## src/rtl/core/tte_pkg.sv

```systemverilog
`default_nettype none
package tte_pkg;

    localparam int TABLE_DEPTH_DEF = 32;
    localparam int ID_W    = 31;
    localparam int DATA_W  = 32;
    localparam int REQ_W   = 3;
    localparam int CNT_W   = 6;

    typedef enum logic [REQ_W-1:0] {
        REQ_ADD    = 3'd0,
        REQ_GET    = 3'd1,
        REQ_DEL    = 3'd2,
        REQ_OWNER  = 3'd3,
        REQ_TICK   = 3'd4
    } req_t;

    typedef enum logic [2:0] {
        RES_ADD    = 3'd0,
        RES_GET    = 3'd1,
        RES_DEL    = 3'd2,
        RES_OWNER  = 3'd3,
        RES_EXPIRY = 3'd4,
        RES_DONE   = 3'd5
    } res_t;

    typedef enum logic [2:0] {
        ST_IDLE,
        ST_READ,
        ST_EVAL,
        ST_EMIT,
        ST_FINISH
    } state_t;

    // Packed table entry held in the memory.
    typedef struct packed {
        logic [ID_W-1:0]   ident;
        logic [DATA_W-1:0] deadline;
        logic [DATA_W-1:0] owner;
        logic [DATA_W-1:0] code;
    } entry_t;

endpackage
`default_nettype wire

```

## src/rtl/core/tte_mem.sv

```systemverilog
`default_nettype none
module tte_mem
    import tte_pkg::*;
#(
    parameter int DEPTH = TABLE_DEPTH_DEF,
    parameter int AW    = 5
) (
    input  wire logic          aclk,
    input  wire logic          wr_en,
    input  wire logic [AW-1:0] wr_addr,
    input  wire entry_t        wr_data,
    input  wire logic [AW-1:0] rd_addr,
    output entry_t             rd_data
);
    entry_t mem [DEPTH];
    entry_t rd_reg;

    always_ff @(posedge aclk) begin
        if (wr_en) begin
            mem[wr_addr] <= wr_data;
        end
        rd_reg <= mem[rd_addr];
    end

    assign rd_data = rd_reg;
endmodule
`default_nettype wire

```

## src/rtl/core/timer_table_engine.sv

```systemverilog
// An add answers in the cycle after its transaction is accepted. Get, delete,
// delete-by-owner and tick read each occupied entry (ST_READ), evaluate and compact
// it (ST_EVAL), then close via ST_READ and ST_FINISH; a get stops at its matching entry.
// Each expiry passes ST_EMIT and holds the scan until the previous result is taken.
// One request in work at a time; the next is taken once the final result is accepted.
// Reset (aresetn low, synchronous) empties table, clears time, next id one; memory kept.
`default_nettype none
module timer_table_engine
    import tte_pkg::*;
#(
    parameter int TABLE_DEPTH = TABLE_DEPTH_DEF
) (
    input  wire logic                aclk,
    input  wire logic                aresetn,
    input  wire logic                s_valid,
    output logic                     s_ready,
    input  wire logic [REQ_W-1:0]    s_req_type,
    input  wire logic [ID_W-1:0]     s_timer_ident,
    input  wire logic [DATA_W-1:0]   s_owner_ident,
    input  wire logic [DATA_W-1:0]   s_event_code,
    input  wire logic                s_any_code,
    input  wire logic [DATA_W-1:0]   s_delay_ticks,
    input  wire logic [DATA_W-1:0]   s_elapsed_ticks,
    output logic                     m_valid,
    input  wire logic                m_ready,
    output logic [2:0]               m_result_kind,
    output logic [ID_W-1:0]          m_out_timer_ident,
    output logic [DATA_W-1:0]        m_out_owner_ident,
    output logic [DATA_W-1:0]        m_out_event_code,
    output logic signed [DATA_W-1:0] m_remaining_ticks,
    output logic                     m_found_flag,
    output logic [CNT_W-1:0]         m_removed_count,
    output logic                     m_table_full,
    output logic                     m_last_of_run
);
    localparam int AW = (TABLE_DEPTH > 1) ? $clog2(TABLE_DEPTH) : 1;

    // Control registers
    state_t             state_reg, state_next;
    logic [CNT_W-1:0]   count_reg, count_next;     // occupied entries
    logic [DATA_W-1:0]  now_reg, now_next;
    logic [ID_W-1:0]    nid_reg, nid_next;
    logic [CNT_W-1:0]   rd_idx_reg, rd_idx_next;   // next entry to read
    logic [CNT_W-1:0]   wr_idx_reg, wr_idx_next;   // compaction write pointer
    logic [CNT_W-1:0]   rm_reg, rm_next;           // entries removed so far
    logic               hit_reg, hit_next;         // delete already hit once
    logic               mvalid_reg, mvalid_next;

    // Request payload held for the scan
    req_t               req_reg;
    logic [ID_W-1:0]    tid_reg;
    logic [DATA_W-1:0]  own_reg, code_reg;
    logic               any_reg;

    // Result registers
    logic [2:0]         kind_reg, kind_next;
    logic [ID_W-1:0]    oid_reg, oid_next;
    logic [DATA_W-1:0]  oown_reg, oown_next, ocode_reg, ocode_next;
    logic [DATA_W-1:0]  rem_reg, rem_next;
    logic               found_reg, found_next, full_reg, full_next, last_reg, last_next;
    logic [CNT_W-1:0]   cnt_reg, cnt_next;

    logic               wr_en;
    logic [AW-1:0]      wr_addr, rd_addr;
    entry_t             wr_data, rd_data;
    logic               drop;

    tte_mem #(.DEPTH(TABLE_DEPTH), .AW(AW)) u_mem (
        .aclk    (aclk),
        .wr_en   (wr_en),
        .wr_addr (wr_addr),
        .wr_data (wr_data),
        .rd_addr (rd_addr),
        .rd_data (rd_data)
    );

    assign s_ready = (state_reg == ST_IDLE) && !mvalid_reg;
    assign rd_addr = rd_idx_reg[AW-1:0];

    // Decide whether the entry just read leaves the table
    always_comb begin
        drop = 1'b0;
        unique case (req_reg)
            REQ_DEL:   drop = !hit_reg && (rd_data.ident == tid_reg);
            REQ_OWNER: drop = (rd_data.owner == own_reg) &&
                              (any_reg || rd_data.code == code_reg);
            REQ_TICK:  drop = (rd_data.deadline <= now_reg);
            default:   drop = 1'b0;
        endcase
    end

    always_comb begin
        state_next  = state_reg;
        count_next  = count_reg;
        now_next    = now_reg;
        nid_next    = nid_reg;
        rd_idx_next = rd_idx_reg;
        wr_idx_next = wr_idx_reg;
        rm_next     = rm_reg;
        hit_next    = hit_reg;
        mvalid_next = mvalid_reg;
        kind_next   = kind_reg;
        oid_next    = oid_reg;
        oown_next   = oown_reg;
        ocode_next  = ocode_reg;
        rem_next    = rem_reg;
        found_next  = found_reg;
        full_next   = full_reg;
        last_next   = last_reg;
        cnt_next    = cnt_reg;
        wr_en       = 1'b0;
        wr_addr     = wr_idx_reg[AW-1:0];
        wr_data     = rd_data;

        if (mvalid_reg && m_ready) begin
            mvalid_next = 1'b0;
        end

        unique case (state_reg)
            ST_IDLE: begin
                if (s_valid && s_ready) begin
                    rd_idx_next = '0;
                    wr_idx_next = '0;
                    rm_next     = '0;
                    hit_next    = 1'b0;
                    kind_next   = s_req_type;
                    oid_next    = '0;
                    oown_next   = '0;
                    ocode_next  = '0;
                    rem_next    = '0;
                    found_next  = 1'b0;
                    full_next   = 1'b0;
                    cnt_next    = '0;
                    last_next   = 1'b1;
                    priority case (s_req_type)
                        REQ_ADD: begin
                            if (count_reg >= CNT_W'(TABLE_DEPTH)) begin
                                full_next = 1'b1;
                            end else begin
                                wr_en         = 1'b1;
                                wr_addr       = count_reg[AW-1:0];
                                wr_data.ident    = nid_reg;
                                wr_data.deadline = now_reg + s_delay_ticks;
                                wr_data.owner    = s_owner_ident;
                                wr_data.code     = s_event_code;
                                count_next    = count_reg + 1'b1;
                                oid_next      = nid_reg;
                                nid_next      = nid_reg + ID_W'(2);
                            end
                            mvalid_next = 1'b1;
                        end
                        REQ_GET, REQ_DEL, REQ_OWNER: begin
                            rem_next   = '1;
                            state_next = ST_READ;
                        end
                        REQ_TICK: begin
                            now_next   = now_reg + s_elapsed_ticks;
                            state_next = ST_READ;
                        end
                        default: ;
                    endcase
                    if (s_req_type != REQ_GET) begin
                        rem_next = (s_req_type == REQ_ADD) ? '0 : '0;
                    end
                end
            end
            ST_READ: begin
                // Issue read for rd_idx; end of table closes the request
                if (rd_idx_reg >= count_reg) begin
                    state_next = ST_FINISH;
                end else begin
                    state_next = ST_EVAL;
                end
            end
            ST_EVAL: begin
                if (req_reg == REQ_TICK && drop && mvalid_reg) begin
                    // Hold this expiry until the previous transaction has left
                    state_next = ST_EVAL;
                end else begin
                    rd_idx_next = rd_idx_reg + 1'b1;
                    if (req_reg == REQ_GET) begin
                        if (rd_data.ident == tid_reg) begin
                            rem_next   = rd_data.deadline - now_reg;
                            found_next = 1'b1;
                            state_next = ST_FINISH;
                        end else begin
                            state_next = ST_READ;
                        end
                    end else if (drop) begin
                        rm_next  = rm_reg + 1'b1;
                        hit_next = 1'b1;
                        if (req_reg == REQ_TICK) begin
                            state_next = ST_EMIT;
                        end else begin
                            state_next = ST_READ;
                        end
                    end else begin
                        // Keep: compact down to the write pointer
                        wr_en       = 1'b1;
                        wr_idx_next = wr_idx_reg + 1'b1;
                        state_next  = ST_READ;
                    end
                    if (req_reg == REQ_TICK && drop) begin
                        kind_next  = RES_EXPIRY;
                        oid_next   = rd_data.ident;
                        oown_next  = rd_data.owner;
                        ocode_next = rd_data.code;
                        last_next  = 1'b0;
                    end
                end
            end
            ST_EMIT: begin
                if (!mvalid_reg) begin
                    mvalid_next = 1'b1;
                    state_next  = ST_READ;
                end
            end
            ST_FINISH: begin
                if (!mvalid_reg) begin
                    count_next  = count_reg - rm_reg;
                    kind_next   = (req_reg == REQ_TICK) ? RES_DONE : req_reg;
                    oid_next    = '0;
                    oown_next   = '0;
                    ocode_next  = '0;
                    last_next   = 1'b1;
                    if (req_reg == REQ_DEL) begin
                        found_next = hit_reg;
                    end
                    if (req_reg == REQ_OWNER) begin
                        cnt_next = rm_reg;
                    end
                    mvalid_next = 1'b1;
                    state_next  = ST_IDLE;
                end
            end
            default: state_next = ST_IDLE;
        endcase
    end

    always_ff @(posedge aclk) begin
        if (!aresetn) begin
            state_reg  <= ST_IDLE;
            count_reg  <= '0;
            now_reg    <= '0;
            nid_reg    <= ID_W'(1);
            mvalid_reg <= 1'b0;
            rd_idx_reg <= '0;
            wr_idx_reg <= '0;
            rm_reg     <= '0;
            hit_reg    <= 1'b0;
        end else begin
            state_reg  <= state_next;
            count_reg  <= count_next;
            now_reg    <= now_next;
            nid_reg    <= nid_next;
            mvalid_reg <= mvalid_next;
            rd_idx_reg <= rd_idx_next;
            wr_idx_reg <= wr_idx_next;
            rm_reg     <= rm_next;
            hit_reg    <= hit_next;
        end
    end

    // Payload and result registers: no reset needed
    always_ff @(posedge aclk) begin
        if (s_valid && s_ready) begin
            req_reg  <= req_t'(s_req_type);
            tid_reg  <= s_timer_ident;
            own_reg  <= s_owner_ident;
            code_reg <= s_event_code;
            any_reg  <= s_any_code;
        end
        kind_reg  <= kind_next;
        oid_reg   <= oid_next;
        oown_reg  <= oown_next;
        ocode_reg <= ocode_next;
        rem_reg   <= rem_next;
        found_reg <= found_next;
        full_reg  <= full_next;
        last_reg  <= last_next;
        cnt_reg   <= cnt_next;
    end

    assign m_valid           = mvalid_reg;
    assign m_result_kind     = kind_reg;
    assign m_out_timer_ident = oid_reg;
    assign m_out_owner_ident = oown_reg;
    assign m_out_event_code  = ocode_reg;
    assign m_remaining_ticks = rem_reg;
    assign m_found_flag      = found_reg;
    assign m_removed_count   = cnt_reg;
    assign m_table_full      = full_reg;
    assign m_last_of_run     = last_reg;
endmodule
`default_nettype wire

```

## config.mk

```make
export PLATFORM = sky130hd
export DESIGN_NAME = timer_table_engine
export DESIGN_NICKNAME = d
export VERILOG_FILES = /design/src/rtl/core/tte_pkg.sv /design/src/rtl/core/tte_mem.sv /design/src/rtl/core/timer_table_engine.sv
export SDC_FILE = /design/constraint.sdc
export NUM_CORES = 2
export LEC_CHECK = 0
export ABC_AREA = 0
export BUFFER_PORTS_ARGS = -buffer_cell sky130_fd_sc_hd__buf_2
export CAP_MARGIN = 20
export CELL_PAD_IN_SITES_DETAIL_PLACEMENT = 1
export CELL_PAD_IN_SITES_GLOBAL_PLACEMENT = 1
export CORE_UTILIZATION = 56
export DETAILED_ROUTE_END_ITERATION = 16
export PLACE_DENSITY_LB_ADDON = 0.08
export RECOVER_POWER = 50
export SLEW_MARGIN = 20
export SYNTH_ARGS = -nofsm -noshare
export SYNTH_HDL_FRONTEND = slang
export SYNTH_SLANG_ARGS = --single-unit
```

## constraint.sdc

```tcl
create_clock -name aclk -period 14.16 [get_ports aclk]
set_input_delay 0 -clock aclk [delete_from_list [all_inputs] [get_ports aclk]]
set_output_delay 0 -clock aclk [all_outputs]
set_load 0.03 [all_outputs]
```

After elaboration in Yosys (flattened, before gate mapping):

Memories as Yosys holds them, arrays and structs flattened. A register that Yosys moved wholly into a read port is not among the register bits.
Cells that the tools add are included.

* memories: 1
* logic and storage cells: 196
* input bits: 167
* flip-flop bits (word level): 330
* RAM bits: 4064
* output and inout bits: 141

Memory list
* u_mem.mem: depth 32, width 127, read ports 1, clocked after Yosys merged registers in 1, wr ports 1, line tte_mem.sv:15 `entry_t mem [DEPTH];`

* reduce and logical (&&, ||, !) cells: 30
* equality and inequality tests: 31
* $lt $le $gt $ge: 3
* $add $sub $neg: 9
* muxes and demuxes: 98
* bitwise operators: 1

Operators with widths (count)
* 2-to-1 mux 127 bit: 4
* 2-to-1 mux 32 bit: 12
* one-hot mux 32 bit (3 select lines): 2
* 2-to-1 mux 31 bit: 6
* one-hot mux 31 bit (3 select lines): 1
* 2-to-1 mux 6 bit: 14
* adder 32 bit: 2
* == test 32 bit: 2
* one-hot mux 32 bit (2 select lines): 1
* one-hot mux 6 bit (2 select lines): 5
* 2-to-1 mux 3 bit: 14
* <= comparator 32 bit: 1
* subtractor 32 bit: 1
* adder 31 x 2 -> 31 bit (second input constant): 1
* == test 31 bit: 1
* 2-to-1 mux 1 bit: 26
* != test 2 bit (second input constant): 13
* AND reduction 5 bit: 5
* adder 6 x 1 -> 6 bit (second input constant): 4
* 2-to-1 mux 5 bit: 4
* == test 3 x 2 -> 1 bit (second input constant): 6
* one-hot mux 3 bit (5 select lines): 1
* AND reduction 4 bit: 3
* == test 3 x 1 -> 1 bit (second input constant): 3
* other kinds (23): 40

Logic depth before layout (Yosys ltp):

* depth after elaboration: 10
* gate-level depth with buffers: 16

Hierarchy:

Synthesis repeated with hierarchy kept, for this count alone.

* cell total of the unflattened synthesis: 8446
* area total of the unflattened synthesis: 173655.3 µm²

By module, submodules not included
* tte_mem: cells each 6384, area an instance 154080.3 µm², instances 1
* timer_table_engine: cells each 2062, area an instance 19575.0 µm², instances 1

Worst setup path after synthesis:

Ideal clock, no wire load.

* path type: register to register
* from: register now_reg[2]
* to: register last_reg, in the netlist m_last_of_run (enable)
* path slack: 3.966 ns
* arrival time: 9.496 ns
* cell stages (with the launch flop): 12
* library setup time: 0.699 ns
* buffers on the path: 0
* cell sequence: dfxtp_1 -> inv_1 -> ha_1 -> and2b_1 -> o31a_4 -> a2111oi_2 -> o31ai_4 -> nand2b_1 -> a21bo_1 -> nand3_1 -> o22ai_1 -> nor3b_1

* cells in the longest elaborated chain, start to end: 6
* elaborated cells on any way between the ends: 7
* those cells by class: order compare (1); eq/ne (2); mux (1); reduce/logical (3)

RTL lines
* start, declared: line timer_table_engine.sv:41 `logic [DATA_W-1:0] now_reg, now_next;`
* start signal, assigned: line timer_table_engine.sv:254 `now_reg <= now_next;`
* <= comparator 32 bit *: line timer_table_engine.sv:87 `REQ_TICK: drop = (rd_data.deadline <= now_reg);`
* one-hot mux 1 bit (3 select lines) *: line timer_table_engine.sv:83 `unique case (req_reg)`
* logical AND 1 bit *: line timer_table_engine.sv:176, timer_table_engine.sv:203
* logical AND 1 bit: line timer_table_engine.sv:176 `if (req_reg == REQ_TICK && drop && mvalid_reg) begin`
* != test 2 bit (no line)
* AND reduction 5 bit (no line) *
* end signal, assigned: line timer_table_engine.sv:280 `last_reg <= last_next;`
* end, declared: line timer_table_engine.sv:60 `logic found_reg, found_next, full_reg, full_next, last_reg, last_next;`

Mark *: on every way between the ends. The rest lies on a longest branch, timed or not.
A chain may end at the register's enable or synchronous reset.

==> metrics.md <==
| Metric | Value |
|---|---|
| Status | `finished, violations left` |
| Failing checks | `max-capacitance violations, max-slew violations` |
| Startpoint types | `register` |
| Critical path type | `register to register` |
| Max FFs per register | `4064` |
| Routed wire length | `between 400000 and 500000 um` |
| Post-synth top flop | `edfxtp_1` |
| Vias | `between 80000 and 90000` |
| Cell with the most instances after synthesis | `edfxtp_1` |
| Net Switching | `6.881 mW` |
| Max Clk Rate | `around 100 MHz` |
| CTS tree | `yes` |
| Power Internal | `approximately 23 mW` |
| Max-Cap Viols | `76` |
| First-pass GRT wire length | `698800 um` |
| Die Y | `around 560 um` |
| Worst EP required | `about 14000 ps` |
| Max clock buf depth | `4` |
| Skew final | `just under 60 ps` |
| Dpl hpwl | `283600 um` |
| Most instantiated cells after synthesis | `edfxtp_1 (4302), mux4_2 (1270), nand2_1 (431), clkbuf_1 (279), dfxtp_1 (217)` |
| Slowest stage delay, CP | `3220 ps` |
| HP Class | `input port to register` |
| CP Max Fanout | `45` |
| Logic pwr share | `around 8.7%` |
| Hold buffers post-CTS | `259` |
| Die width | `roughly 560 um` |
| Worst-path clk slew | `~70 ps` |
| Final worst-path cycle share | `a little under three quarters` |
| CTS resizes | `0` |
| Number of rows in the core area | `205` |
| Crit-path cells | `nor4_1, nand2_1, or3_1, clkbuf_1, o21ai_0` |
| RSZ-0062 raised after global routing | `false` |
| Layout cells sized above 1 | `between 20% and 30%` |
| Switching portion of total power | `23.14%` |
| Crit path from | `state_reg[1]` |
| Placed Area | `approximately 180000 um^2` |
| WL/cell | `37.00 um` |
| Metal-1 WL | `approximately 200000 um` |
| Synth Instances | `8038` |
| Dominant cell type by area after synthesis | `edfxtp_1` |
| Clock Sinks | `~4500` |
| Mapped Area | `around 180000 um^2` |
| CP max-delay cell | `o21ai_0` |
| Port Buf Inserts | `around 310` |
| Design area | `200100 um^2` |
| Post-route ant nets | `0` |
| Die Footprint | `316100 um^2` |
| Fin crit period | `10120 ps` |
| Total GRT Usage | `31.61%` |
| Seq/Total Area, Yosys | `around three quarters` |
| Flop and latch count out of synthesis | `4519` |
| Post-synth EDFFs | `~4300` |
| Post-CTS setup buffer count | `0` |
| Most flops, register | `u_mem.mem` |
| Largest registers | `u_mem.mem x4064, u_mem.rd_data x127` |
| Post-synth cell types | `85` |
| # DRC | `0` |
| Setup violations, final | `0` |
| Fin Setup TNS | `0 ps` |
| Hold_sp | `s_elapsed_ticks[23]` |
| Number of global-route vias before repair | `91490` |
| Final Net Count | `a little over 9000` |
| Core area | `312200 um^2` |
| Gr ovfl total | `0` |
| Min-Delay Path Depth | `8` |
| H-Tree Level Count | `5` |
| Peak supply drop | `between 0.1 and 0.15 mV` |
| Vias per cell | `about 6.6` |
| Nets in the synthesized netlist | `just over 8000` |
| PwrDens | `approximately 150 nW/um^2` |
| Crit. End Element | `register` |
| Post-synth ARST share | `0%` |
| Metal2 WL | `about 250000 um` |
| Final Hold Vio Count | `0` |
| Share of the synthesized area in the top cell type | `73.50%` |
| Reg2reg path depth | `5` |
| CP arrival | `~10000 ps` |
| Initial core utilization | `56.30%` |
| Routed wl met3 | `36100 um` |
| Worst slew margin | `-237.7%` |
| Initial antenna violation count | `43` |
| Top-Level Pins | `approximately 310` |
| Largest net degree at the start of global routing | `143` |
| Synth top area cells | `edfxtp_1 (74%), mux4_2 (16%), dfxtp_1 (2.5%), nand2_1 (0.92%), mux2_2 (0.81%)` |
| Worst-Margin Slew | `~5000 ps` |
| Gpl congestion | `a little under 0.9` |
| Leakage Power | `around 63 nW` |
| Initial drt markers | `approximately 11000` |
| Flop pwr share | `between 50% and 60%` |
| Initial DRT Pass Iterations | `6` |
| Clk pwr share | `between 30% and 40%` |
| CTS root buffer | `clkbuf_16` |
| Total CTS buffers | `~450` |
| Worst r2r src | `state_reg[1]` |
| Uppermost layer routed | `met5` |
| Synth-to-layout area growth | `13.87%` |
| Synth warn | `0` |
| Final Slew Violations | `2541` |
| Worst-Skew Late Latency | `970 ps` |
| Synth Area per Inst | `around 22 um^2` |
-- power by group through the flow --
| stage | clock network (mW) | registers, mW | logic (mW) |
|---|---|---|---|
| finish | 11.9 | 15.3 | 2.58 |
| global route | 12.4 | 15.3 | 2.71 |
| CTS | 12.0 | 15.3 | 2.63 |
| detailed placement | 0 | 15.6 | 2.55 |
| global placement | 0 | 15.5 | 2.48 |
| floorplan | 0 | 15.6 | 1.46 |
-- path summary, 6_finish.rpt --
kind                  endpoint  slack [ps]
max          u_mem.mem[19][66]        4040
min                now_reg[27]         100
max reg2reg  u_mem.mem[19][66]        4040
min reg2reg         now_reg[3]         520
-- area by class of cell --
| class | count | area, um^2 |
|---|---|---|
| Antenna cell | 30 | 75.07 |
| Clock buffer | 534 | 11800 |
| Clock inverter | 298 | 2844 |
| Fill cell | 24940 | 112000 |
| Inverter | 72 | 271.5 |
| Multi-Input combinational cell | 3057 | 40740 |
| Sequential cell | 4519 | 133500 |
| Tap cell | 4140 | 5180 |
| Timing Repair Buffer | 791 | 5693 |
-- routing by layer --
layer  vias up  track usage (%)
li1      35300                -
met2      4443            51.83
met1     48380            44.62
met4        10            10.89
met3       707            3.984
met5         -                0
-- cells in the final DEF, fill, tap and decap left out, types with 86 or more instances in the layout --
master,instances
clkbuf_16,451
dfxtp_1,213
xnor2_1,133
mux2_2,113
edfxtp_1,4302
o21ai_0,139
dlygate4sd3_1,261
a21oi_1,86
and3_1,89
mux4_2,1270
ha_1,109
buf_4,108
clkinv_1,114
nand2_1,431
buf_2,95
clkbuf_1,357
-- worst max-delay path, delay by kind of cell, from the launching register on --
| family | cells | cell delay, ps |
|---|---|---|
| compound gates | 1 | 3220 |
| flops | 1 | 1800 |
| simple gates | 3 | 1610 |
| buf+inv | 1 | 2340 |
-- through the flow --
| step | setup slack [ps] | instances | util, % | hold WS, ps | power, mW |
|---|---|---|---|---|---|
| final | 4044 | 13440 | 64.12 | 96.37 | 29.74 |
| after global routing | 3849 | 13430 | 64.11 | 141.3 | 30.44 |
| after CTS | 5903 | 13400 | 64.31 | 11.49 | 29.88 |
| after detailed placement | 6029 | 12310 | 58.79 | 178.7 | 18.11 |
| after global placement | 6111 | 12310 | 58.75 | 184.2 | 18.02 |
| after floorplan | 3966 | 8038 | - | 98.87 | 17.07 |
-- cell families after synthesis --
family	share of synthesized area (%)
compound gates	1.679
xor+xnor	1.046
fa+ha+maj	0.8215
buf+inv	0.9952
flops	75.97
mux	17.13
simple gates	2.358
Power figures use the tool's default switching activity.
